## src/sv/deq_pkg.sv

```systemverilog
// ============================================================================
// deq_pkg
// Shared types and constants for the double-ended queue.
// ============================================================================
package deq_pkg;

    localparam int DEPTH = 1024;
    localparam int IDX_W = $clog2(DEPTH);
    localparam int CNT_W = $clog2(DEPTH + 1);
    localparam int WORD_W = 32;

    typedef enum logic [2:0] {
        OP_PUSH_FRONT = 3'd0,
        OP_PUSH_BACK  = 3'd1,
        OP_POP_FRONT  = 3'd2,
        OP_POP_BACK   = 3'd3,
        OP_SIZE       = 3'd4,
        OP_EMPTY      = 3'd5,
        OP_PEEK_FRONT = 3'd6,
        OP_PEEK_BACK  = 3'd7
    } op_t;

    typedef enum logic [1:0] {
        STS_OK    = 2'd0,
        STS_EMPTY = 2'd1,
        STS_FULL  = 2'd2
    } status_t;

    typedef enum logic [1:0] {
        S_IDLE,
        S_EXEC,
        S_READ
    } state_t;

    // controller -> datapath
    typedef struct packed {
        logic load_in;     // capture the incoming item
        logic push;        // write the word and move an index
        logic out_direct;  // load the result computed from registers
        logic out_mem;     // load the result from store read data, retire a pop
    } cmd_t;

    // datapath -> controller
    typedef struct packed {
        op_t  op;
        logic full;
        logic empty;
        logic out_busy;    // result register holds an item not taken this cycle
    } dp_stat_t;

endpackage

```

## src/sv/deq_ctrl.sv

```systemverilog
// ============================================================================
// deq_ctrl
// Sequencer: accepts one item, executes it, waits on the store read if needed.
// ============================================================================
module deq_ctrl (
    input  logic              clk,
    input  logic              rst_n,
    input  logic              in_valid,
    output logic              in_ready,
    input  deq_pkg::dp_stat_t stat,
    output deq_pkg::cmd_t     cmd
);
    import deq_pkg::*;

    state_t state_reg;
    state_t state_next;
    logic   is_push;
    logic   needs_read;

    assign is_push = (stat.op == OP_PUSH_FRONT) || (stat.op == OP_PUSH_BACK);
    assign needs_read = !stat.empty &&
                        ((stat.op == OP_POP_FRONT) || (stat.op == OP_POP_BACK) ||
                         (stat.op == OP_PEEK_FRONT) || (stat.op == OP_PEEK_BACK));

    always_ff @(posedge clk or negedge rst_n)
    begin
        if (!rst_n)
        begin
            state_reg <= S_IDLE;
        end
        else
        begin
            state_reg <= state_next;
        end
    end

    always_comb
    begin
        state_next = state_reg;
        case (state_reg)
            S_IDLE:
            begin
                if (in_valid)
                begin
                    state_next = S_EXEC;
                end
            end
            S_EXEC:
            begin
                if (is_push && !stat.full)
                begin
                    state_next = S_IDLE;
                end
                else if (needs_read)
                begin
                    state_next = S_READ;
                end
                else if (!stat.out_busy)
                begin
                    state_next = S_IDLE;
                end
            end
            S_READ:
            begin
                if (!stat.out_busy)
                begin
                    state_next = S_IDLE;
                end
            end
            default:
            begin
                state_next = S_IDLE;
            end
        endcase
    end

    always_comb
    begin
        in_ready       = 1'b0;
        cmd            = '0;
        case (state_reg)
            S_IDLE:
            begin
                in_ready     = 1'b1;
                cmd.load_in  = in_valid;
            end
            S_EXEC:
            begin
                if (is_push && !stat.full)
                begin
                    cmd.push = 1'b1;
                end
                else if (!needs_read && !stat.out_busy)
                begin
                    cmd.out_direct = 1'b1;
                end
            end
            S_READ:
            begin
                cmd.out_mem = !stat.out_busy;
            end
            default:
            begin
                in_ready = 1'b0;
            end
        endcase
    end

endmodule

```

## config.mk

```make
export PLATFORM = sky130hd
export DESIGN_NAME = deq_ctrl
export DESIGN_NICKNAME = d
export VERILOG_FILES = /design/src/sv/deq_pkg.sv /design/src/sv/deq_ctrl.sv
export SDC_FILE = /design/constraint.sdc
export NUM_CORES = 1
export LEC_CHECK = 0
export CAP_MARGIN = 20
export CORE_AREA = 2 2 39 41
export CTS_CLUSTER_SIZE = 12
export DETAILED_ROUTE_END_ITERATION = 8
export DIE_AREA = 0 0 41 43
export DONT_BUFFER_PORTS = 1
export PLACE_DENSITY = 0.3
export SYNTH_ARGS = -nofsm -noshare
export SYNTH_HDL_FRONTEND = slang
export SYNTH_SLANG_ARGS = --single-unit
```

## constraint.sdc

```tcl
create_clock -name clk -period 2.5 [get_ports clk]
set_clock_uncertainty 0.1 [all_clocks]
set_input_delay 0.375 -clock clk [delete_from_list [all_inputs] [get_ports clk]]
set_output_delay 0.375 -clock clk [all_outputs]
set_load 0.02 [all_outputs]
```

==> out/metrics.csv <==
stage,metric,value,unit
sta,Rel. slew slack,48.97,%
clock_network,total CTS buffers,3,
yosys,ys flop type,dfrtp_1,
cells_and_area,FF+latch area,50.05,sq um
detailed_routing,routed len/inst,11.21,um
power_and_ir_drop,Lkg Pwr,0.00009110,uW
setup_path,CP top delay family,simple AND/OR/NAND/NOR gates,
cells_and_area,number of fill cells in the layout,163,
detailed_routing,Total Wirelength,426,um
floorplanning,I/O pins,14,
yosys,synthesis-stage register bit count,2,
floorplanning,Initial Util,10.49,%
setup_path,CP Data Required Time,2.03,ns
yosys,Synth area leader,dfrtp_1,
yosys,average size of a mapped cell,9.071,sq um
detailed_routing,Avg Vias per Cell,4.053,
setup_path,R2R depth,2,
yosys,Synth top area share,34.48,%
yosys,Syn. warnings,0,
worst_hold_path,hold wc startpoint,stat[0],
setup_path,CP startpoint,state_reg[0],
detailed_routing,via count,154,
global_routing,grt ovf,0,
cells_and_area,final cell count without fillers,38,
sta,fmax,568.7,MHz
yosys,synth top area cells,"dfrtp_1, o41ai_2, nand2b_1",
global_routing,overall routing resource usage,5.930,%
worst_hold_path,hold depth,2,
cells_and_area,n_diodes,0,
sta,worst slew pin tran,0.7638,ns
flow_run,max-cap violations,0,
setup_path,CP max stage delay,0.65,ns
cells_and_area,max FFs per register,2,
detailed_routing,drc violations,0,
placement,HPWL after DPL,327.2,um
placement,PortBufs,0,
setup_path,nature of the critical path startpoint,flip-flop,
yosys,Post-synth EDFFs,0,
status,outcome,finished clean,
global_routing,vias in the first global route,144,
cells_and_area,Multi-input gate area,87.58,sq um
sta,setup TNS,0,ns
detailed_routing,Antenna Nets Post-Route,0,
setup_path,worst r2r dst,state_reg[0],
setup_path,Worst Path Max Fanout,5,
setup_path,worst endpoint data arrival time,1.28,ns
cells_and_area,Nets,33,
power_and_ir_drop,Pwr Density,765.3,nW/um^2
floorplanning,die height,43,um
floorplanning,Rows,14,
sta,hold violation count in the final report,0,
floorplanning,Die Area,1763,sq um
worst_hold_path,Min-Delay Path Class,in -> reg,
worst_hold_path,Hold EP,state_reg[0],
yosys,Yosys cell types,13,
setup_path,r2r startpoint,state_reg[0],
yosys,Post-synth top cells,"dfrtp_1, nand2b_1, nor4_1",
placement,routability congestion estimate,0.6420,
clock_network,H-tree depth,1,
setup_path,Crit. End Element,primary output,
yosys,Mapped Nets,25,
setup_path,FF-to-FF setup slack,1.40,ns
yosys,Post-Syn Area,145.1,sq um
setup_path,CP Class,reg -> out,
global_routing,first-pass GRT wire length,593,um
sta,RSZ-0062 raised after global routing,no,
cells_and_area,proportion of layout cells with a drive suffix above 1,36.36,%
sta,Max Slew Vio Count,0,
detailed_routing,DRT iter0 DRCs,3,
detailed_routing,DRT Pass-1 Iters,4,
clock_network,Clock Tree Root,clkbuf_4,
clock_network,CTS max path bufs,2,
yosys,post-synthesis sequential area ratio,34.48,%
sta,post-route minimum period,1.758,ns
placement,Post-Place Cells,34,
global_routing,largest net degree at the start of global routing,6,
power_and_ir_drop,worst vdd ir,151.5,uV
setup_path,"Slowest-stage cell, CP",nor3b_1,
global_routing,initial antenna violation count,0,
yosys,Synth async-reset ratio,100.0,%
floorplanning,total core area,1384,sq um
clock_network,Worst-path clk slew,0.03,ns
clock_network,CTS tree,built,
floorplanning,Die X,41,um
cells_and_area,area added between synthesis and finish,46.55,%
sta,worst setup margin,0.7415,ns
sta,final worst-path cycle share,70.34,%
yosys,Syn Inst Count,16,
placement,dpl ws,0.9990,ns
setup_path,CP bufs+invs,0,
clock_network,Sink Count,2,
clock_network,Clock Latency Late Sink,0.22,ns
sta,"Setup violations, final",0,
setup_path,"Critical Path, Cell by Cell",nor3b_1,
-- through the flow --
| stage | area [sq um] | hold slack (ns) | utilization (%) | total power, uW |
|---|---|---|---|---|
| after floorplan | 145.1 | -0.02059 | - | 80.96 |
| final | 212.7 | 0.2105 | 15.37 | 162.8 |
| after CTS | 212.7 | 0.2014 | 15.37 | 169.2 |
| after global placement | 180.2 | -0.02051 | 13.02 | 88.70 |
| after global routing | 212.7 | 0.2050 | 15.37 | 175.4 |
| after detailed placement | 180.2 | -0.02051 | 13.02 | 89.65 |
-- kinds of logic after synthesis --
kind of cell           Yosys count  synth area share [%]
DFF                              2                 34.48
and+or+nand+nor                 10                 45.69
AOI/OAI and AO/OA                2                 14.65
buffers and inverters            2                 5.167
-- power by group --
part	switching (uW)	total, uW	internal, uW
Sequential	7.38	45.5	38.1
Clock	18.3	71.3	53.0
Combinational	28.1	46.0	17.8
Total	53.8	163	109
-- layer usage --
layer  vias to the layer above  GRT usage, %  part of all wire (%)
met5                         -             0                     0
met4                         0         8.000                     0
met3                         0         3.141                    19
met2                        16         6.250                    39
met1                        67         6.774                    42
li1                         71             -                     -
-- repair_timing --
item | CTS | global route
endpoints found under the hold margin | 2 | 0
setup endpoints to repair | 0 | 0
buffers inserted | 0 | 0
hold buffers | 1 | 0
resized for setup | 0 | 0
-- final cells by class --
cell class / instances / area share, %
Multi-Input combinational cell: 12 / 41.18
Timing Repair Buffer: 3 / 11.76
Tap cell: 16 / 9.412
Inverter: 2 / 3.529
Clock buffer: 3 / 10.59
Sequential cell: 2 / 23.53
-- cells in the final DEF, fill, tap and decap left out --
cell type,count
dfrtp_1,2
buf_4,2
nor2_1,1
o21ai_0,1
nor4_1,2
nand2b_1,2
inv_1,1
nor3b_1,1
dlygate4sd3_1,1
inv_2,1
o41ai_2,1
nand3b_1,1
clkbuf_4,3
or3b_4,1
nor2b_1,1
nor3_1,1
-- how the worst max path moves through the flow --
stage	to	slack, ns	depth (start not counted)
2_1_floorplan	cmd[1]	0.81	2
3_3_place_gp	cmd[0]	1.02	1
3_5_place_dp	cmd[0]	1.0	1
4_1_cts	cmd[0]	0.72	1
5_1_grt	cmd[0]	0.66	1
6_report	cmd[0]	0.74	1
Note: power is estimated with default switching activity, not from simulation.
